**src/rtl/tdu_pkg.sv**
```systemverilog
// ----------------------------------------------------------------------------
// tdu_pkg
// Shared types, codes and constants of the two-bit DNA unpacker.
// ----------------------------------------------------------------------------
package tdu_pkg;

  localparam int unsigned MaxBlocksDefault = 16;
  localparam int unsigned MaxResults       = 4;

  localparam logic [7:0] CharN       = 8'h4E;
  localparam logic [7:0] LowerOffset = 8'h20;

  typedef enum logic [1:0] {
    OP_WR_UNKNOWN = 2'd0,
    OP_WR_MASK    = 2'd1,
    OP_DECODE     = 2'd2
  } op_e;

  typedef enum logic [1:0] {
    CFG_SEQ_LEN    = 2'd0,
    CFG_UNK_COUNT  = 2'd1,
    CFG_MASK_COUNT = 2'd2
  } cfg_idx_e;

  typedef enum logic [1:0] {
    ISS_IDLE,
    ISS_CHECK,
    ISS_RUN
  } iss_state_e;

  // one base travelling down the cell row
  typedef struct packed {
    logic        valid;
    logic [31:0] pos;
    logic [7:0]  letter;
    logic        err;
    logic        last;
    logic        unk_hit;
    logic        msk_hit;
  } tok_t;

  // table entry write broadcast to all cells
  typedef struct packed {
    logic        unk_en;
    logic        msk_en;
    logic [3:0]  slot;
    logic [31:0] first;
    logic [31:0] past;
  } tbl_wr_t;

  function automatic logic [7:0] base_letter(logic [1:0] code);
    logic [7:0] ch;
    case (code)
      2'd0:    ch = 8'h54;
      2'd1:    ch = 8'h43;
      2'd2:    ch = 8'h41;
      default: ch = 8'h47;
    endcase
    return ch;
  endfunction

endpackage

```
**src/rtl/tdu_issue.sv**
```systemverilog
// ----------------------------------------------------------------------------
// tdu_issue
// Takes one decode item, checks the query window and sequence length,
// then feeds the selected bases (or one error item) into the cell row.
// ----------------------------------------------------------------------------
module tdu_issue (
  input  logic          clk_i,
  input  logic          rst_ni,
  input  logic          start_i,
  input  logic [7:0]    packed_byte_i,
  input  logic [29:0]   byte_index_i,
  input  logic [31:0]   query_start_i,
  input  logic [31:0]   query_end_i,
  input  logic [31:0]   seq_len_i,
  input  logic          adv_i,
  output logic          idle_o,
  output tdu_pkg::tok_t tok_o
);
  import tdu_pkg::*;

  iss_state_e  state_q, state_d;
  logic [7:0]  byte_q;
  logic [29:0] bidx_q;
  logic [31:0] qs_q, qe_q;
  logic [3:0]  mask_q, mask_d, win;
  logic        err_q, err_d, bad;
  logic [1:0]  k_sel;
  logic [3:0]  k_hot;
  logic [1:0]  code;

  always_comb begin
    for (int k = 0; k < 4; k++) begin
      win[k] = ({bidx_q, 2'(k)} >= qs_q) && ({bidx_q, 2'(k)} < qe_q);
    end
  end

  assign bad = (qs_q >= seq_len_i) || (qe_q > seq_len_i);

  always_comb begin
    if (mask_q[0]) begin
      k_sel = 2'd0;
    end else if (mask_q[1]) begin
      k_sel = 2'd1;
    end else if (mask_q[2]) begin
      k_sel = 2'd2;
    end else begin
      k_sel = 2'd3;
    end
  end

  assign k_hot = 4'b0001 << k_sel;
  assign code  = 2'(byte_q >> {~k_sel, 1'b0});

  always_comb begin
    state_d = state_q;
    mask_d  = mask_q;
    err_d   = err_q;
    tok_o   = '0;
    case (state_q)
      ISS_IDLE: begin
        if (start_i) begin
          state_d = ISS_CHECK;
        end
      end
      ISS_CHECK: begin
        err_d  = bad;
        mask_d = bad ? 4'b0000 : win;
        if (bad || (win != 4'b0000)) begin
          state_d = ISS_RUN;
        end else begin
          state_d = ISS_IDLE;
        end
      end
      ISS_RUN: begin
        tok_o.valid = 1'b1;
        if (err_q) begin
          tok_o.err  = 1'b1;
          tok_o.last = 1'b1;
        end else begin
          tok_o.pos    = {bidx_q, k_sel};
          tok_o.letter = base_letter(code);
          tok_o.last   = ((mask_q & ~k_hot) == 4'b0000);
        end
        if (adv_i) begin
          mask_d = mask_q & ~k_hot;
          err_d  = 1'b0;
          if (tok_o.last) begin
            state_d = ISS_IDLE;
          end
        end
      end
      default: state_d = ISS_IDLE;
    endcase
  end

  always_ff @(posedge clk_i or negedge rst_ni) begin
    if (!rst_ni) begin
      state_q <= ISS_IDLE;
      mask_q  <= '0;
      err_q   <= 1'b0;
    end else begin
      state_q <= state_d;
      mask_q  <= mask_d;
      err_q   <= err_d;
    end
  end

  always_ff @(posedge clk_i) begin
    if (start_i && (state_q == ISS_IDLE)) begin
      byte_q <= packed_byte_i;
      bidx_q <= byte_index_i;
      qs_q   <= query_start_i;
      qe_q   <= query_end_i;
    end
  end

  assign idle_o = (state_q == ISS_IDLE);

  property p_run_has_work;
    @(posedge clk_i) disable iff (!rst_ni)
      (state_q == ISS_RUN) |-> (err_q || (mask_q != 4'b0000));
  endproperty
  a_run_has_work: assert property (p_run_has_work)
    else $error("issuer running with nothing to send");

endmodule

```
**config.mk**
```make
export PLATFORM = sky130hd
export DESIGN_NAME = tdu_issue
export DESIGN_NICKNAME = d
export VERILOG_FILES = /design/src/rtl/tdu_pkg.sv /design/src/rtl/tdu_issue.sv
export SDC_FILE = /design/constraint.sdc
export NUM_CORES = 1
export LEC_CHECK = 0
export ABC_AREA = 1
export BUFFER_PORTS_ARGS = -buffer_cell sky130_fd_sc_hd__buf_2
export CAP_MARGIN = 40
export CORE_ASPECT_RATIO = 0.8
export CORE_MARGIN = 2
export CORE_UTILIZATION = 52
export CTS_BUF_LIST = sky130_fd_sc_hd__clkbuf_8
export DETAILED_ROUTE_END_ITERATION = 10
export HOLD_SLACK_MARGIN = 0.1
export PLACE_DENSITY = 0.78
export SLEW_MARGIN = 20
export SYNTH_ARGS = -nofsm -noshare
export SYNTH_HDL_FRONTEND = slang
export SYNTH_SLANG_ARGS = --single-unit
```
**constraint.sdc**
```tcl
create_clock -name clk_i -period 17.16 [get_ports clk_i]
set_clock_uncertainty 0.15 [all_clocks]
set_input_delay 1.716 -clock clk_i [delete_from_list [all_inputs] [get_ports clk_i]]
set_output_delay 1.716 -clock clk_i [all_outputs]
set_load 0.01 [all_outputs]
```
### After elaboration in Yosys (flattened, before gate mapping)

Cells that the tools add are included.

* bits in registers: 109
* output and inout bits: 46
* logic and storage cells: 62

* order comparisons: 10
* equal/unequal tests: 7
* shifts and indexed selects: 2
* muxes and demuxes: 19
* bitwise logic cells: 3
* reductions and logical operators: 14

Operators with widths (count)
* 32-bit >= comparator: 5
* 32-bit less-than comparator: 4
* 43-bit 2-to-1 mux: 1
* 40-bit 2-to-1 mux: 1
* 32-bit greater-than comparator: 1
* 5-bit case mux with 3 select lines: 1
* 2-bit 2-to-1 mux: 6
* 4-bit 2-to-1 mux: 2
* 4-bit case mux with 2 select lines: 1
* 8-bit by 3-bit >> shifter with 2-bit output: 1
* 2-bit != test, second input constant: 3
* 2-bit case mux with 3 select lines: 1
* 1-bit logical AND: 5
* 1-bit 2-to-1 mux: 5
* 4-bit bitwise AND: 1
* 2-bit by 1-bit == test with 1-bit output, second input constant: 2
* 2-bit == test, second input constant: 2
* 2-bit zero test: 2
* 4-bit zero test: 1
* 4-bit inverter: 1
* 4-bit nonzero test: 1
* 1-bit by 2-bit << shifter with 4-bit output, first input constant: 1
* 3-bit AND reduction: 1
* 1-bit logical OR: 2
* other kinds (4): 4

### Logic depth before layout (Yosys ltp)

Gate-level depths: netlist of the first run.

* depth after elaboration: 12
* depth in mapped cells: 18
* depth with buffers taken out: 18

### Worst setup path after synthesis of the first run

Ideal clock, no wire load.

* kind: in2reg
* start point: in start_i
* end point: reg bidx_q[0], enable pin
* data arrival time: 9033 ps
* required time: 16301 ps
* slack: 7269 ps
* stages: 1
* path buffers: 0
* cell sequence: nor3b_1

* cells in the longest elaborated chain, start to end: 1

Ends and longest elaborated chain
* start: declaration: line tdu_issue.sv:9 `input logic start_i,`
* 1-bit logical AND: line tdu_issue.sv:109 `if (start_i && (state_q == ISS_IDLE)) begin`
* end signal: assignment: line tdu_issue.sv:111 `bidx_q <= byte_index_i;`
* end: declaration: line tdu_issue.sv:23 `logic [29:0] bidx_q;`

Every way passes these cells.
A chain may end at the register's enable or synchronous reset.

==> metrics.md, run 1 <==
| Metric | Value |
|---|---|
| F_max | 0.251 GHz |
| CP bufs+invs | 2 |
| H-tree Lvls | 3 |
| DR iter-0 viols | 360 |
| CTS resizes | 0 |
| Wire length per cell | 13.6 um |
| NumNets Final | 1296 |
| Number of synthesized flops with an enable pin | 102 |
| Max rail drop VDD | 0.141 mV |
| Compound-Gate Fraction of Synth Area | 6.65% |
| Seq/Total Area, Yosys | 43.2% |
| Synth top area cells | edfxtp_1 (41%), ha_1 (21%), nand2_1 (11%), inv_1 (6.8%), nor2_1 (4.5%) |
| Arr. time, crit path | 2.12 ns |
| Rel. slew slack | 54.0% |
| Min Tclk post-route | 3.98 ns |
| RSZ-0062 raised after global routing | no |
| PD cells | 113 mW/mm^2 |
| Post-CTS setup buffer count | 0 |
| Setup_tns | 0 ns |
| Post-synth top area cell | edfxtp_1 |
| Max Fanout on Critical Path | 6 |
| First-pass GRT wire length | 27.0 mm |
| CTS tree | done |
| Starting density of the core | 52.7% |
| Detail Route Antenna Nets | 0 |
| CP startpoint kind | register |
| Post-Place Cells | 1203 |
| Synth top cells by count | nand2_1 (223), inv_1 (136), ha_1 (128) |
| Largest net degree at the start of global routing | 56 |
| Final WL | 16.6 mm |
| Die area | 0.0154 sq mm |
| Worst-path clk slew | 0.10 ns |
| Status | finished, final reports clean |
| Synth async-reset ratio | 6.42% |
| Initial antenna violation count | 0 |
| Largest stage delay on the critical path | 0.42 ns |
| Fin. Hold Viols | 0 |
| CTS Root Cell | clkbuf_8 |
| Crit path top cell by count | o21ai_0 |
| Lkg Pwr | 4.65 nW |
| Main synth FF type | edfxtp_1 |
| Cell Chain, Critical Path | nor2_2 > inv_1 > o21ai_0 > o21ai_0 > a31oi_1 > ha_1 > nor2_1 > buf_2 |
| Final setup vio count | 0 |
| Total gr overflow | 0 |
| Hold Path Class | reg -> reg |
| Yosys cell types | 38 |
| Layout cells sized above 1 | 22.3% |
| Die H | 111 um |
| Via density per instance | 4.90 |
| Fin crit share | 23.2% |
| Die X | 138 um |
| Ys Warns | 0 |
| Tot GR Track Use | 22.1% |
| Gp weighted congestion | 0.867 |
| DRC violations left | 0 |
| Synthesis-stage register bit count | 109 |
| I/O pins | 184 |
| Post-Synthesis Cells | 845 |
| Hold Buf Count CTS | 0 |
| Crit end category | primary output |
| DR vias | 5977 |
| Mux cell area share after synthesis | 0.134% |
| Mapped cell area | 0.00749 sq mm |
| Vias in the first global route | 5823 |
| Placed cell area | 0.00859 sq mm |
| Max-Cap Viols | 0 |
| Core Box Area | 0.0142 sq mm |
| Clock sink total | 109 |
| CP delay by family, top | compound AO/OA/AOI/OAI gates |
| ANT cells | 0 |
| Most frequent cell after synthesis | nand2_1 |
| Synth top area share | 40.9% |
| Critical Path RT | 15.29 ns |
| Pre-antenna DRT Iters | 5 |
| TritonCTS buffer count | 9 |
| Worst path slowest cell | dfrtp_1 |
| Worst skew pair latency | 0.39 ns |
| Fill count | 1193 |
| Tightest Pin Transition | 0.690 ns |
| Synth Area in Adders | 21.4% |
| Row cnt | 39 |
| Mapped Avg Cell Area | 8.86 sq um |
| Pins Over Slew Limit | 0 |
| Non-Filler Instances | 1219 |
| Worst-case clock buffer depth | 2 |
| Final std cell area, no fill | 0.00880 sq mm |
| Port Buffers | 178 |
| XOR/XNOR Fraction of Synth Area | 0% |
| CP Class | reg -> out |
| Largest family of logic cells by synthesized area | adder cells |
| Synth Area in Simple Gates | 20.4% |
| Syn-to-layout area delta | 17.5% |
| DP Wirelength | 13.5 mm |
## report_power, final
part	switching, mW	internal (mW)	leakage [nW]	total (mW)
clock	0.0949	0.0716	0.110	0.167
combinational	0.269	0.155	3.50	0.424
sequential	0.0400	0.360	1.04	0.400
## metrics by stage
| stage | hold WS [ns] | util, % | total power, mW | setup WS (ns) |
|---|---|---|---|---|
| finish | 0.367 | 62.0 | 0.991 | 13.18 |
| global route | 0.402 | 62.0 | 1.08 | 12.97 |
| CTS | 0.371 | 62.0 | 1.00 | 13.13 |
| detailed placement | 0.347 | 60.5 | 0.831 | 13.40 |
| global placement | 0.345 | 60.5 | 0.814 | 13.44 |
| floorplan | 0.304 | - | 0.705 | 7.27 |
## layer usage
| layer | vias to the layer above | global-route usage, % | wire, um |
|---|---|---|---|
| met3 | 23 | 4.82 | 1000 |
| met4 | 0 | 6.46 | 286 |
| met2 | 202 | 33.7 | 7330 |
| met5 | - | 0 | 0 |
| met1 | 2631 | 31.9 | 8010 |
| li1 | 3121 | - | - |
## cell type report
cell class / instances / area (sq um) / share of cell area (%)
Multi-Input combinational cell: 584 / 3660 / 41.6
Sequential cell: 109 / 3240 / 36.8
Timing Repair Buffer: 182 / 921 / 10.5
Inverter: 144 / 541 / 6.14
Tap cell: 184 / 230 / 2.62
Clock buffer: 9 / 124 / 1.41
Clock inverter: 7 / 90.1 / 1.02
## worst paths after layout
check	start	endpoint	slack, ns	cells after the start
setup / recovery	mask_q[1]	tok_o[6]	13.18	8
hold / removal	state_q[1]	state_q[0]	0.37	1
setup reg to reg	state_q[0]	bidx_q[28]	14.76	3
hold reg to reg	state_q[1]	state_q[0]	0.37	1
max in group asynchronous	rst_ni	mask_q[1]	15.70	1
min in group asynchronous	rst_ni	state_q[1]	1.00	1
## registers in the layout, indices dropped and copies added, names as in the netlist
register,cells
qe_q,32
qs_q,32
bidx_q,30
byte_q,8
mask_q,4
state_q,2
err_q,1
## logic make-up (layout without fill, tap and decap cells)
kind of cell	count (synthesis)	in the layout
AOI/OAI and AO/OA	91	91
and+or+nand+nor	359	359
other	1	5
buffers and inverters	156	342
muxes	1	1
DFF	109	109
adders and majority gates	128	128
## worst reg2reg max path, delay by kind of cell (launching register included)
family | cells | cell delay, ns
buffers and inverters | 2 | 1.21
flip-flops | 1 | 0.46
AND/OR/NAND/NOR | 1 | 0.17
## cell usage in the layout (no fill, tap or decap), types with 2 or more instances in the layout
master / instances
conb_1: 5
o21a_1: 2
nand3_2: 2
nand2_2: 5
nor2_1: 89
a21oi_1: 52
ha_1: 128
o21bai_1: 2
buf_4: 4
clkinv_4: 2
edfxtp_1: 102
a21o_1: 5
nor2_2: 4
inv_8: 3
clkbuf_8: 9
nor2_4: 4
a31oi_1: 3
inv_2: 6
nand4_1: 6
o21ai_1: 8
nor3_4: 2
inv_1: 136
clkinv_1: 2
dfrtp_1: 7
nor3b_2: 2
nand2_1: 223
a21oi_2: 4
o21ai_0: 14
nor3_1: 2
buf_2: 178
nand3_1: 13
Power figures use the tool's default switching activity.
==> run 2, diff against run 1 <==
--- a/config.mk
+++ b/config.mk
@@ -10,11 +10,11 @@
 export CAP_MARGIN = 40
 export CORE_ASPECT_RATIO = 0.8
 export CORE_MARGIN = 2
-export CORE_UTILIZATION = 52
+export CORE_UTILIZATION = 51
 export CTS_BUF_LIST = sky130_fd_sc_hd__clkbuf_8
 export DETAILED_ROUTE_END_ITERATION = 10
 export HOLD_SLACK_MARGIN = 0.1
-export PLACE_DENSITY = 0.78
+export PLACE_DENSITY = 0.8
 export SLEW_MARGIN = 20
 export SYNTH_ARGS = -nofsm -noshare
 export SYNTH_HDL_FRONTEND = slang
==> constraint.sdc (replaced) <==
create_clock -name clk_i -period 3.2 [get_ports clk_i]
set_clock_uncertainty 0.15 [all_clocks]
set_input_delay 0.32 -clock clk_i [delete_from_list [all_inputs] [get_ports clk_i]]
set_output_delay 0.32 -clock clk_i [all_outputs]
set_load 0.01 [all_outputs]
==> run 2 against run 1 <==
  * Worst hold slack worse by 0.24 ns
  * Non-clock buffer count up 105
  * Core utilization up 7.1 points
  * Largest power group unchanged
  * Die area up 1.9%
  * Routed wire length up 17%
  * Clock power rose to 5.5 times the previous value
  * Critical endpoint unchanged
  * Final area up 12%
  * Worst setup slack worse by 13 ns
  * Cell count up 8.6%
==> metrics.md, run 2 (synthesized netlist as in run 1, its figures left out) <==
| Metric | Value |
|---|---|
| F_max | 0.384 GHz |
| Largest net degree at the start of global routing | 54 |
| Tightest Pin Transition | 0.675 ns |
| Status | finished, final reports clean |
| CTS resizes | 0 |
| Die area | 0.0157 sq mm |
| Worst-case clock buffer depth | 2 |
| FF-to-FF End | mask_q[3] |
| Worst Setup Slack post-DPL | 0.913 ns |
| Fin crit share | 81.3% |
| Port Buffers | 178 |
| Top flop regs | qe_q (32), qs_q (32), bidx_q (30) |
| Max rail drop VDD | 0.764 mV |
| Min Tclk post-route | 2.60 ns |
| DP Wirelength | 13.9 mm |
| First-pass GRT wire length | 31.6 mm |
| Pre-antenna DRT Iters | 5 |
| Initial antenna violation count | 0 |
| DRC violations left | 0 |
| Rel. slew slack | 55.0% |
| CP Class | reg -> out |
| Post-Place Cells | 1204 |
| RSZ-0062 raised after global routing | no |
| Critical Path RT | 2.73 ns |
| Worst setup startpoint | mask_q[1] |
| DR iter-0 viols | 425 |
| Worst-path clk slew | 0.11 ns |
| Final setup vio count | 0 |
| Max-Cap Viols | 0 |
| Final WL | 19.5 mm |
| Die X | 139 um |
| Final std cell area, no fill | 0.00987 sq mm |
| CTS tree | done |
| Placed cell area | 0.00862 sq mm |
| Max Fanout on Critical Path | 6 |
| Crit end category | primary output |
| H-tree Lvls | 3 |
| NumNets Final | 1401 |
| Via density per instance | 4.94 |
| Clock sink total | 109 |
| Critical Path End | tok_o[6] |
| Non-Filler Instances | 1324 |
| R2R Setup Slk | 0.96 ns |
| Worst setup margin | 0.598 ns |
| Worst skew pair latency | 0.40 ns |
| I/O pins | 184 |
| Gp weighted congestion | 0.878 |
| Commonest non-fill, non-tap cell in the layout | nand2_1 |
| Die H | 112 um |
| Core Box Area | 0.0143 sq mm |
| ANT cells | 0 |
| Layout cells sized above 1 | 20.4% |
| Reg-to-Reg Start | qe_q[15] |
| Starting density of the core | 52.4% |
| TritonCTS buffer count | 9 |
| Syn-to-layout area delta | 31.8% |
| Pins Over Slew Limit | 0 |
| Vias in the first global route | 6475 |
| Arr. time, crit path | 2.13 ns |
| Row cnt | 39 |
| CP startpoint kind | register |
| CTS Root Cell | clkbuf_8 |
| Detail Route Antenna Nets | 0 |
| Total gr overflow | 0 |
| Reg2Reg Depth | 12 |
| Wire length per cell | 14.7 um |
| Setup_tns | 0 ns |
| Tot GR Track Use | 25.6% |
| Fin. Hold Viols | 0 |
| Fill count | 1080 |
| Hold Path Class | in -> async |
| DR vias | 6544 |
| Most frequent cells in the layout | nand2_1 (223), buf_2 (178), inv_1 (136) |
| PD cells | 559 mW/mm^2 |
| Lkg Pwr | 5.10 nW |
-- run 2: where the power goes --
| group | leakage (nW) | total [mW] | internal (mW) | switching [mW] |
|---|---|---|---|---|
| registers | 1.04 | 2.16 | 1.93 | 0.229 |
| clock network | 0.110 | 0.922 | 0.384 | 0.538 |
| logic | 3.95 | 2.43 | 0.937 | 1.50 |
-- run 2: per-stage QoR --
step,power (mW),util (%),hold WS [ns]
floorplan,3.74,-,-0.126
global placement,4.41,60.3,0.00955
detailed placement,4.49,60.3,0.0188
CTS,5.51,69.0,0.118
global route,5.97,69.0,0.145
finish,5.52,69.0,0.122
-- run 2: how the worst min path moves through the flow --
stage	startpoint	endpoint	depth (start not counted)
finish	rst_ni	mask_q[2]	2
global route	rst_ni	mask_q[2]	2
CTS	rst_ni	mask_q[3]	2
detailed placement	rst_ni	mask_q[0]	1
global placement	rst_ni	mask_q[0]	1
floorplan	rst_ni	err_q	0
-- run 2: per-layer routing --
layer	up-vias	track usage [%]	wire length (um)
met5	-	0	0
met4	0	7.88	401
met3	32	5.12	987
met2	198	41.5	8970
met1	2981	34.9	9130
li1	3333	-	-
-- run 2: final cells by class --
type	instances	area (sq um)	share of cell area, %
Timing Repair Buffer	287	1980	20.1
Sequential cell	109	3240	32.8
Clock buffer	9	124	1.25
Inverter	144	541	5.48
Multi-Input combinational cell	584	3670	37.1
Tap cell	184	230	2.33
Clock inverter	7	90.1	0.913
-- run 2: timing repair --
action,4_1_cts,5_1_grt
buffers inserted,0,0
hold endpoints to repair,110,0
hold buffers,104,0
-- run 2: critical path, cell delays in order, from the launching register on --
cell	delay, ns
dfrtp_1	0.43
nor2_2	0.22
inv_1	0.12
o21ai_0	0.08
o21ai_0	0.11
a31oi_1	0.26
ha_1	0.29
nor2_1	0.10
buf_2	0.13
