--- src/rtl/tdu_pkg.sv ---
// ----------------------------------------------------------------------------
// tdu_pkg
// Shared types, codes and constants of the two-bit DNA unpacker.
// ----------------------------------------------------------------------------
package tdu_pkg;

  localparam int unsigned MaxBlocksDefault = 16;
  localparam int unsigned MaxResults       = 4;

  localparam logic [7:0] CharN       = 8'h4E;
  localparam logic [7:0] LowerOffset = 8'h20;

  typedef enum logic [1:0] {
    OP_WR_UNKNOWN = 2'd0,
    OP_WR_MASK    = 2'd1,
    OP_DECODE     = 2'd2
  } op_e;

  typedef enum logic [1:0] {
    CFG_SEQ_LEN    = 2'd0,
    CFG_UNK_COUNT  = 2'd1,
    CFG_MASK_COUNT = 2'd2
  } cfg_idx_e;

  typedef enum logic [1:0] {
    ISS_IDLE,
    ISS_CHECK,
    ISS_RUN
  } iss_state_e;

  // one base travelling down the cell row
  typedef struct packed {
    logic        valid;
    logic [31:0] pos;
    logic [7:0]  letter;
    logic        err;
    logic        last;
    logic        unk_hit;
    logic        msk_hit;
  } tok_t;

  // table entry write broadcast to all cells
  typedef struct packed {
    logic        unk_en;
    logic        msk_en;
    logic [3:0]  slot;
    logic [31:0] first;
    logic [31:0] past;
  } tbl_wr_t;

  function automatic logic [7:0] base_letter(logic [1:0] code);
    logic [7:0] ch;
    case (code)
      2'd0:    ch = 8'h54;
      2'd1:    ch = 8'h43;
      2'd2:    ch = 8'h41;
      default: ch = 8'h47;
    endcase
    return ch;
  endfunction

endpackage

--- src/rtl/tdu_cell.sv ---
// ----------------------------------------------------------------------------
// tdu_cell
// One cell of the block row: holds one unknown entry and one mask entry,
// checks the passing base against both and hands it to the next cell.
// ----------------------------------------------------------------------------
module tdu_cell #(
  parameter int unsigned CellIdx = 0
) (
  input  logic             clk_i,
  input  logic             rst_ni,
  input  tdu_pkg::tbl_wr_t wr_i,
  input  logic [4:0]       unk_count_i,
  input  logic [4:0]       msk_count_i,
  input  logic             adv_i,
  input  tdu_pkg::tok_t    tok_i,
  output tdu_pkg::tok_t    tok_o
);
  import tdu_pkg::*;

  logic [31:0] unk_start_q, unk_end_q, msk_start_q, msk_end_q;
  logic        slot_match, unk_en, msk_en, unk_hit, msk_hit;
  tok_t        tok_d, tok_q;

  assign slot_match = (32'(wr_i.slot) == 32'(CellIdx));
  assign unk_en     = (32'(unk_count_i) > 32'(CellIdx));
  assign msk_en     = (32'(msk_count_i) > 32'(CellIdx));

  assign unk_hit = unk_en && (tok_i.pos >= unk_start_q) && (tok_i.pos < unk_end_q);
  assign msk_hit = msk_en && (tok_i.pos >= msk_start_q) && (tok_i.pos < msk_end_q);

  always_comb begin
    tok_d         = tok_i;
    tok_d.unk_hit = tok_i.unk_hit | unk_hit;
    tok_d.msk_hit = tok_i.msk_hit | msk_hit;
  end

  always_ff @(posedge clk_i) begin
    if (wr_i.unk_en && slot_match) begin
      unk_start_q <= wr_i.first;
      unk_end_q   <= wr_i.past;
    end
    if (wr_i.msk_en && slot_match) begin
      msk_start_q <= wr_i.first;
      msk_end_q   <= wr_i.past;
    end
  end

  always_ff @(posedge clk_i or negedge rst_ni) begin
    if (!rst_ni) begin
      tok_q <= '0;
    end else if (adv_i) begin
      tok_q <= tok_d;
    end
  end

  assign tok_o = tok_q;

endmodule

--- config.mk ---
export PLATFORM = sky130hd
export DESIGN_NAME = tdu_cell
export DESIGN_NICKNAME = d
export VERILOG_FILES = /design/src/rtl/tdu_pkg.sv /design/src/rtl/tdu_cell.sv
export SDC_FILE = /design/constraint.sdc
export NUM_CORES = 1
export LEC_CHECK = 0
export ABC_AREA = 1
export BUFFER_PORTS_ARGS = -buffer_cell sky130_fd_sc_hd__buf_2
export CAP_MARGIN = 5
export CORE_UTILIZATION = 40
export CTS_CLUSTER_SIZE = 40
export DETAILED_ROUTE_END_ITERATION = 8
export PLACE_DENSITY = 0.69
export REMOVE_ABC_BUFFERS = 1
export SLEW_MARGIN = 20
export SYNTH_ARGS = -nofsm -noshare
export SYNTH_HDL_FRONTEND = slang
export SYNTH_SLANG_ARGS = --single-unit
--- constraint.sdc ---
create_clock -name clk_i -period 1.9 [get_ports clk_i]
set_input_delay 0.19 -clock clk_i [delete_from_list [all_inputs] [get_ports clk_i]]
set_output_delay 0.19 -clock clk_i [all_outputs]
set_load 0.03 [all_outputs]
# --- After elaboration in Yosys (flattened, before gate mapping) ---
# Index checks and enable logic that the tools add are counted.
totals:
  register_bits: 173
  out_inout_bits: 45
  elab_cells: 26
op_classes:
  order_cmp: 6
  n_bitwise: 2
  reduce_logical: 7
op_table:
  columns: ["operator", "n"]
  rows:
  - ["32-bit >= comparator", 2]
  - ["32-bit < comparator", 2]
  - ["5-bit by 1-bit > comparator with 1-bit output, second input constant", 2]
  - ["1-bit logical AND", 6]
  - ["4-bit zero test", 1]
  - ["1-bit bitwise OR", 2]

# --- Logic depth before layout (Yosys ltp) ---
# Gate-level depths: netlist of run 1.
depth:
  ltp_word: 4
  depth_mapped: 15
  ltp_nobuf: 15

# --- Least setup slack after synthesis of run 1 ---
# No wires, ideal clock.
synth_timing:
  path_type: "input-to-reg"
  start: "in wr_i[65] in the netlist's numbering"
  end: "reg msk_end_q[0] (enable)"
  setup_time_ns: 0.486
  t_arrival_ns: 3.425
  path_slack_ns: -2.012
  stages: 2
  path_buffers: 0
  cell_sequence: "or4_1 > nor2_1"
synth_via:
  elab_chain_len: 2
synth_lines:
  columns: ["item", "line_no", "text"]
  rows:
  - ["start: declaration", "tdu_cell.sv:11", "input tdu_pkg::tbl_wr_t wr_i,"]
  - ["4-bit zero test", "tdu_cell.sv:24", "assign slot_match = (32'(wr_i.slot) == 32'(CellIdx));"]
  - ["1-bit logical AND", "tdu_cell.sv:42", "if (wr_i.msk_en && slot_match) begin"]
  - ["end signal: assignment", "tdu_cell.sv:44", "msk_end_q <= wr_i.past;"]
  - ["end: declaration", "tdu_cell.sv:20", "logic [31:0] unk_start_q, unk_end_q, msk_start_q, msk_end_q;"]
# Every way passes these cells.
# A chain may end at the register's enable or synchronous reset.

# --- Worst setup path in the final report of run 1 ---
layout_timing:
  start: "reg unk_end_q[5]"
  end: "reg tok_q (netlist bit tok_o[1])"
layout_via:
  elab_chain_len: 3
layout_lines:
  columns: ["item", "line_no", "text"]
  rows:
  - ["start: declaration", "tdu_cell.sv:20", null]
  - ["start signal: assignment", "tdu_cell.sv:40", "unk_end_q <= wr_i.past;"]
  - ["32-bit < comparator", "tdu_cell.sv:28", "assign unk_hit = unk_en && (tok_i.pos >= unk_start_q) && (tok_i.pos < unk_end_q);"]
  - ["1-bit logical AND", "tdu_cell.sv:28", null]
  - ["1-bit bitwise OR", "tdu_cell.sv:33", "tok_d.unk_hit = tok_i.unk_hit | unk_hit;"]
  - ["end signal: assignment", "tdu_cell.sv:52", "tok_q <= tok_d;"]
  - ["end: declaration", "tdu_cell.sv:22", "tok_t tok_d, tok_q;"]
# Every way passes these cells.

==> results of run 1 <==
## placed cells by master (no fill, tap or decap), drive strengths merged, types with 20 or more instances in the layout
cell / n
inv: 163
nand2: 258
dlygate4sd3: 76
a21oi: 54
clkbuf: 20
dfrtp: 45
ha: 126
buf: 182
nor2: 46
edfxtp: 128
## final cells by class
cell class,count,area [um^2]
tap,280,350
antenna,1,2.50
multi-input combinational,536,3320
fill,1961,10200
sequential,173,4970
timing repair buffer,258,1750
clock buffer,20,467
inverter,163,612
clock inverter,12,111
## worst max-delay path by stage
stage,startpoint,endpoint,cells after the start
2_1_floorplan,wr_i[65],msk_end_q[0],2
3_3_place_gp,wr_i[65],msk_start_q[7],4
3_5_place_dp,wr_i[65],msk_start_q[7],4
4_1_cts,msk_start_q[7],tok_o[0],12
5_1_grt,msk_start_q[7],tok_o[0],12
6_report,unk_end_q[5],tok_o[1],11
## registers in the layout (all words and copies together) (netlist names)
| name | cells |
|---|---|
| tok_o | 45 |
| msk_end_q | 32 |
| msk_start_q | 32 |
| unk_end_q | 32 |
| unk_start_q | 32 |
## cell families (layout without fill, tap and decap cells)
logic type	after synthesis	after routing	synth area share (%)
buffers and inverters	172	453	7.26
adder cells (fa/ha/maj)	126	126	17.7
other	0	1	0
flip-flops	173	173	55.7
AO/OA/AOI/OAI	77	77	4.63
AND/OR/NAND/NOR	333	333	14.8
## power by group
group / switching, uW / internal, uW / total (uW)
Sequential: 56.7 / 4210 / 4260
Combinational: 726 / 483 / 1210
Clock: 1460 / 1920 / 3380
Total: 2250 / 6610 / 8850
## worst max-delay path, stage by stage (launching register included)
cell	delay [ps]
edfxtp_1	360
inv_1	60
ha_1	230
a21oi_1	150
nor2_1	50
nor3_1	170
nand2_1	100
nand2_1	60
nand2_1	120
nand2_1	110
nand3_2	80
a21oi_2	110
## metrics by stage
| step | total power, uW | area, um^2 | hold WS (ps) |
|---|---|---|---|
| floorplan | 4940 | 8890 | -106 |
| global placement | 5390 | 10200 | 233 |
| detailed placement | 5430 | 10200 | 242 |
| CTS | 8950 | 11600 | 36.8 |
| global route | 9260 | 11600 | 42.7 |
| finish | 8850 | 11600 | 45.3 |
## synthesized netlist by cell type, drive strengths merged (2+ instances only)
cell	number	area share, %
nand2	258	11
inv	161	6.8
edfxtp	128	43
ha	126	18
a21oi	54	3.1
nor2	46	2.1
dfrtp	45	13
nand3	14	0.84
o21ai	14	0.79
nor3	7	0.39
buf	6	0.28
o21a	5	0.42
nand4	4	0.28
clkbuf	3	0.13
a21o	2	0.17
a31oi	2	0.14
and3	2	0.14
clkinv	2	0.084
## per-layer routing
layer / up-vias / routed length [um] / global-route usage, % / share of wire, %
met5: - / 0 / 0 / 0
met4: 0 / 418 / 6.05 / 2.1
met3: 30 / 879 / 4.16 / 4.3
met2: 159 / 9830 / 32.0 / 48
met1: 3024 / 9140 / 23.7 / 45
li1: 3401 / - / - / -
==> results.py, run 1 <==
metrics = {
    "timing": {
        "rsz0062_at_grt": "no",
        "worst_pin_slew_ps": 632,
        "slew_viol_final": 0,
        "final.setup.worst_slack_ps": 226,
        "fmax_ghz": 0.597,
        "timing.final.crit_share_pct": 88.1,
        "setup-tns-final_ps": 0,
        "skew_ps": 7.48,
        "slew_headroom_pct": 57.9,
        "final-setup-viol-count": 0,
        "fin_crit_ps": 1670,
        "hold_violations": 0,
    },
    "floorplanning": {
        "start_util_pct": 40.9,
        "die_x_um": 151,
        "core_area_um2": 21800,
        "rows": 54,
        "die_area_um2": 22900,
        "ios": 173,
        "die_height_um": 151,
    },
    "placement": {
        "io_buffer_count": 172,
        "place_inst": 1334,
        "gp_congestion": 0.810,
        "dp_slack_ps": 143,
        "hpwl_um": 15100,
    },
    "worst_setup_path": {
        "cp_data_arrival_time_ps": 2030,
        "end_kind": "register",
        "crit_path_start_kind": "register",
        "reg2reg_slack_ps": 230,
        "reg2reg_from": "unk_end_q[5]",
        "worst-r2r-cell-count": 11,
        "critPathMaxFanout": 2,
        "rr_endpoint": "tok_o[1]",
        "setup.worst_path.class": "register to register",
        "worstPathRequired_ps": 2260,
    },
    "yosys": {
        "async_flop_share_pct": 26.0,
        "netlist_instances": 881,
        "postSynthAreaPerCell_um2": 10.1,
        "synth-warning-count": 0,
        "synth_edf_count": 128,
        "yosysSeqAreaShare_pct": 55.7,
        "synthFlopType": "edfxtp_1",
        "synth-seq-cells": 173,
        "ys_types": 28,
        "syn-cell-area_um2": 8920,
    },
    "routing": {
        "drc_errors": 0,
        "wl_per_cell_um": 14.0,
        "drtIter0Drc": 250,
        "drt-total-wl_um": 20300,
        "viasPerCell": 4.58,
        "ant_nets": 0,
        "firstDrtPassIters": 4,
        "vias": 6614,
    },
    "grt": {
        "gr-total-overflow": 0,
        "grt_pass1_vias": 6653,
        "grt_antenna_before_repair": 0,
        "grt_pass1_wl_um": 32300,
        "grt_use_total_pct": 18.9,
        "grt_max_degree": 45,
    },
    "pwr": {
        "ir_worst_vdd_mv": 0.544,
        "power_density_nw_per_um2": 764,
        "p_leak_uw": 0.00582,
    },
    "cells_and_area": {
        "final_core_util_pct": 53.1,
        "area_growth_pct": 29.8,
        "fin_nets": 1403,
        "instances_no_fill": 1443,
        "drive_gt1_share_pct": 20.0,
    },
    "min_path": {
        "min_from": "tok_i[27]",
        "hp-class": "primary input to register",
        "hold_end": "tok_o[27]",
        "whs_path_depth": 3,
    },
    "clocking": {
        "clock_latency_ps": 430,
        "cts_buffers": 17,
        "cts_setup_buffers": 0,
        "cts_hold_buffers": 76,
        "cts.reportedPaths.clkPinSlew_ps": 70,
        "cts_sinks": 173,
        "ctsLongestPathBuffers": 2,
        "cts_root_buf": "clkbuf_16",
        "cts.htree.levels": 4,
        "cts_tree": "done",
        "cts_resized": 0,
    },
    "run": {
        "maxCapViolCount": 0,
    },
    "outcome": {
        "status": "finished, final reports clean",
    },
}
(Power assumes the default switching activity.)
==> run 2: changes to the inputs <==
==> constraint.sdc (replaced) <==
create_clock -name clk_i -period 1.9 [get_ports clk_i]
set_input_delay 0 -clock clk_i [delete_from_list [all_inputs] [get_ports clk_i]]
set_output_delay 0 -clock clk_i [all_outputs]
set_load 0.03 [all_outputs]
==> run 2 against run 1 <==
Against the previous run: core utilization increased by 1.6 points; clock power decreased by 1%; critical path type unchanged; non-clock buffer count increased by 37; first-iteration DRC count increased by 18%; hold slack got worse by 17 ps; design area increased by 2.9%; global-route usage decreased by 0.069 points; clock skew increased by 3.2 ps; sequential cell count unchanged; total power increased by 0.21%; setup slack improved by 14 ps.
==> results.py, run 2 (synthesis results as in run 1) <==
metrics = {
    "floorplanning": {
        "start_util_pct": 40.9,
        "die_area_um2": 22900,
        "rows": 54,
        "core_area_um2": 21800,
        "ios": 173,
        "die_height_um": 151,
        "die_x_um": 151,
    },
    "timing": {
        "worst_pin_slew_ps": 547,
        "slew_viol_final": 0,
        "final-setup-viol-count": 0,
        "rsz0062_at_grt": "no",
        "fin_crit_ps": 1660,
        "slew_headroom_pct": 63.5,
        "timing.final.crit_share_pct": 87.4,
        "fmax_ghz": 0.602,
        "setup-tns-final_ps": 0,
        "skew_ps": 10.7,
        "hold_violations": 0,
    },
    "run": {
        "maxCapViolCount": 0,
    },
    "clocking": {
        "clock_latency_ps": 440,
        "cts_resized": 0,
        "cts_buffers": 17,
        "cts_hold_buffers": 114,
        "cts_root_buf": "clkbuf_16",
        "cts.reportedPaths.clkPinSlew_ps": 70,
        "cts_tree": "done",
        "cts.htree.levels": 4,
        "cts_setup_buffers": 0,
        "ctsLongestPathBuffers": 2,
        "cts_sinks": 173,
    },
    "cells_and_area": {
        "layout_commonest_cell": "nand2_1",
        "drive_gt1_share_pct": 19.3,
        "multi_input_area_um2": 3320,
        "fin_nets": 1440,
        "final_cell_mix": "nand2_1, buf_2, inv_1",
        "fillCellCount": 1907,
        "area_growth_pct": 33.6,
        "regArea_um2": 4970,
        "instances_no_fill": 1479,
        "largest_reg_flops": 45,
        "diodes": 0,
    },
    "worst_setup_path": {
        "crit_path_start_kind": "register",
        "setup.worst_path.class": "register to register",
        "worstPathRequired_ps": 2260,
        "critPathMaxFanout": 2,
        "end_kind": "register",
        "cp_data_arrival_time_ps": 2020,
    },
    "grt": {
        "grt_max_degree": 65,
        "grt_busiest_layer": "met2",
        "gr-total-overflow": 0,
        "met2_usage_pct": 33.1,
        "met3_usage_pct": 3.22,
        "use_met1_pct": 23.3,
        "grt_use_total_pct": 18.8,
        "grt_pass1_wl_um": 32100,
        "grt_pass1_vias": 6620,
        "grt_antenna_before_repair": 1,
    },
    "placement": {
        "hpwl_um": 15000,
        "place_inst": 1333,
        "gp_congestion": 0.794,
        "io_buffer_count": 172,
    },
    "routing": {
        "drtIter0Drc": 294,
        "ant_nets": 0,
        "vias": 6783,
        "viasPerCell": 4.59,
        "wl_per_cell_um": 13.9,
        "drc_errors": 0,
        "firstDrtPassIters": 4,
        "drt-total-wl_um": 20500,
    },
    "min_path": {
        "hp-class": "primary input to asynchronous set/reset pin",
    },
    "pwr": {
        "ir_worst_vdd_mv": 0.530,
        "p_leak_uw": 0.00596,
        "power_density_nw_per_um2": 744,
    },
    "outcome": {
        "status": "finished, final reports clean",
    },
}
==> run 2: cell count changes in the layout (fill, tap and decap cells not counted), moves of 2 or more <==
cell and change:
clkinv_4 -2, dlygate4sd3_1 +38, clkbuf_8 -3, inv_6 +4
==> run 2: path summary, 6_finish.rpt <==
path                              start        end  slack, ps  cells after the start
max                        unk_end_q[5]   tok_o[1]        240                     11
min                              rst_ni  tok_o[18]         30                      2
max reg2reg                unk_end_q[5]   tok_o[1]        240                     11
min reg2reg                   tok_o[26]  tok_o[26]        460                      2
max in group asynchronous        rst_ni   tok_o[6]       1180                      3
min in group clk_i                adv_i   tok_o[0]         80                      4
==> run 2: layout make-up <==
class,instances,area share (%)
clock buffer,18,3.60
clock inverter,14,1.11
inverter,163,5.13
multi-input combinational,536,27.9
sequential,173,41.7
tap,280,2.94
timing repair buffer,295,17.7
==> run 2: layer usage <==
metal  routed length, um  vias to the layer above
met4                 304                        2
met2               10200                      174
met5                  13                        -
met1                9150                     3109
li1                    -                     3475
met3                 875                       23
==> run 2: critical path, cell delays in order (launching register included) <==
cell      delay (ps)
edfxtp_1         360
inv_1             60
ha_1             230
a21oi_1          150
nor2_1            50
nor3_1           170
nand2_1          130
nand2_1           70
nand2_1           90
nand2_1           90
nand3_2           70
a21oi_2          110
==> run 2: power by group <==
part	internal (uW)	switching [uW]
Clock	1830	1510
Combinational	537	732
Sequential	4210	57.9
Total	6570	2300
==> run 2: through the flow <==
| stage | utilization, % | total power [uW] | area, um^2 | hold WS, ps | setup WS (ps) |
|---|---|---|---|---|---|
| after detailed placement | 46.8 | 5430 | 10200 | -36.0 | 231 |
| final | 54.6 | 8870 | 11900 | 28.2 | 240 |
| after floorplan | - | 4940 | 8890 | -296 | -1820 |
| after global routing | 54.6 | 9300 | 11900 | 67.8 | 51.6 |
| after CTS | 54.6 | 8970 | 11900 | 38.3 | 206 |
| after global placement | 46.8 | 5400 | 10200 | -40.5 | 265 |
==> run 3: changes to the inputs <==
- HOLD_SLACK_MARGIN: not set -> 0.03
- PLACE_DENSITY: 0.69 -> 0.71
- clock period: 1.9 -> 1.4 ns (I/O delays scaled with it)
==> run 3 against run 2 <==
Against the previous run: the flow now finishes with violations (negative setup slack); hold slack improved by 24 ps; total power up 42%; non-clock buffer count unchanged; design area up 3.1%; routed wire length increased by 3.2%; setup slack lost 460 ps; clock skew down 3.8 ps; clock power is 48% higher; critical endpoint unchanged.
==> results.py, run 3 (synthesis results as in run 1) <==
metrics = {
    "routing": {
        "drc_errors": 0,
        "ant_nets": 0,
        "viasPerCell": 4.61,
        "vias": 6827,
        "drt-total-wl_um": 21200,
        "drtIter0Drc": 247,
        "wl_per_cell_um": 14.3,
        "firstDrtPassIters": 4,
    },
    "placement": {
        "gp_congestion": 0.807,
        "hpwl_um": 14900,
        "place_inst": 1337,
        "io_buffer_count": 172,
        "post_dp_cell_area_um2": 10300,
    },
    "min_path": {
        "whs_path_depth": 4,
        "hold_end": "tok_o[19]",
        "min_from": "adv_i",
        "hp-class": "primary input to register",
    },
    "clocking": {
        "cts.reportedPaths.clkPinSlew_ps": 60,
        "cts_buffers": 17,
        "cts_setup_buffers": 0,
        "cts.htree.levels": 4,
        "cts_tree": "done",
        "ctsLongestPathBuffers": 2,
        "cts_sinks": 173,
        "cts_root_buf": "clkbuf_16",
        "clock_latency_ps": 430,
    },
    "cells_and_area": {
        "final_cell_mix": "nand2_1, buf_2, inv_1",
        "fillCellCount": 1908,
        "fin_nets": 1440,
        "largest_reg_flops": 45,
        "drive_gt1_share_pct": 23.3,
        "final_core_util_pct": 56.3,
        "multi_input_area_um2": 3570,
        "area_growth_pct": 37.8,
        "layout_commonest_cell": "nand2_1",
        "regArea_um2": 4970,
        "instances_no_fill": 1480,
        "fin_area_um2": 12300,
    },
    "worst_setup_path": {
        "worst-r2r-cell-count": 12,
        "crit_path_start_kind": "register",
        "cpPeakStageDelay_ps": 350,
        "cp_data_arrival_time_ps": 1940,
        "end_kind": "register",
        "reg2reg_from": "unk_start_q[7]",
        "crit_chain": "inv_1, ha_4, a21oi_1, nand2_2, nor2_2, nand2_2, nand2_1, nand2_2, nand2_1, nand2_1, nand3_2, a21oi_2",
        "reg2reg_slack_ps": -220,
        "rr_endpoint": "tok_o[1]",
        "setup.worst_path.class": "register to register",
        "worstPathRequired_ps": 1720,
        "critPathMaxFanout": 2,
        "critical_path.slowest_cell": "edfxtp_1",
    },
    "grt": {
        "gr-total-overflow": 0,
        "grt_antenna_before_repair": 1,
        "grt_max_degree": 46,
        "grt_pass1_wl_um": 32800,
        "grt_use_total_pct": 19.3,
        "grt_pass1_vias": 6782,
    },
    "timing": {
        "fin_crit_ps": 1620,
        "fmax_ghz": 0.616,
        "rsz0062_at_grt": "yes",
        "hold_violations": 0,
        "final-setup-viol-count": 2,
        "whs_ps": 52.6,
        "final.setup.worst_slack_ps": -222,
        "skew_ps": 6.92,
        "timing.final.crit_share_pct": 116,
        "slew_viol_final": 0,
        "worst_pin_slew_ps": 471,
        "slew_headroom_pct": 68.6,
    },
    "floorplanning": {
        "die_x_um": 151,
        "rows": 54,
        "ios": 173,
        "core_area_um2": 21800,
        "die_area_um2": 22900,
        "start_util_pct": 40.9,
        "die_height_um": 151,
    },
    "pwr": {
        "p_leak_uw": 0.00603,
        "totalPowerFinal_uw": 12600,
        "ir_worst_vdd_mv": 0.739,
        "share_seq_of_total_power_pct": 46.1,
        "clock_power_share_pct": 39.4,
        "power_density_nw_per_um2": 1020,
        "switching_power_uw": 3070,
        "p_sw_share_pct": 24.4,
        "pwr-share-comb_pct": 14.5,
        "p_int_uw": 9490,
    },
    "outcome": {
        "violations": "negative setup slack",
        "status": "finished with violations",
    },
    "run": {
        "maxCapViolCount": 0,
    },
}
[run 3: worst max path at each step]
stage / from / to / slack (ps) / cells after the start
floorplan: wr_i[65] / msk_end_q[0] / -2320 / 2
global placement: unk_start_q[7] / tok_o[1] / -260 / 13
detailed placement: unk_start_q[7] / tok_o[1] / -310 / 13
CTS: unk_start_q[5] / tok_o[1] / -250 / 13
global route: msk_start_q[11] / tok_o[0] / -320 / 12
finish: unk_start_q[7] / tok_o[1] / -220 / 12
[run 3: cell type report]
cell class / instances / area share [%]
inverter: 163 / 4.98
sequential: 173 / 40.4
clock inverter: 9 / 1.09
multi-input combinational: 536 / 29.0
tap: 280 / 2.85
timing repair buffer: 295 / 17.7
antenna: 1 / 0.0204
clock buffer: 23 / 3.97
[run 3: timing repair]
action                                  4_1_cts  5_1_grt
hold buffers                                110        0
resized for setup                            16       34
endpoints found under the setup margin        2        2
pin swaps                                     8       22
endpoints found under the hold margin       218        0
[run 3: per-layer routing]
| layer | vias to the layer above | share of wire, % | global-route usage, % |
|---|---|---|---|
| li1 | 3478 | - | - |
| met1 | 3162 | 43 | 22.7 |
| met2 | 158 | 51 | 34.4 |
| met3 | 29 | 4.7 | 4.04 |
| met4 | 0 | 1.7 | 6.65 |
| met5 | - | 0 | 0 |
[run 3: stage by stage]
step                setup WS (ps)  TNS [ps]
floorplan                   -2320   -297170
global placement             -257    -10250
detailed placement           -306    -12290
CTS                          -248      -410
global route                 -323      -644
finish                       -222      -397
[run 3: power groups by stage]
stage	Clock, uW	Combinational (uW)	Sequential, uW
floorplan	0	570	6130
CTS	5060	1780	5790
global route	5280	2030	5810
finish	4950	1820	5790
detailed placement	0	1510	5890
global placement	0	1460	5890
[run 3: critical path: cells and delay by family (launching register included)]
| family | cells | cell delay [ps] |
|---|---|---|
| AND/OR/NAND/NOR | 8 | 590 |
| adder cells (fa/ha/maj) | 1 | 210 |
| AO/OA/AOI/OAI | 2 | 250 |
| buffers and inverters | 1 | 100 |
| flip-flops | 1 | 350 |
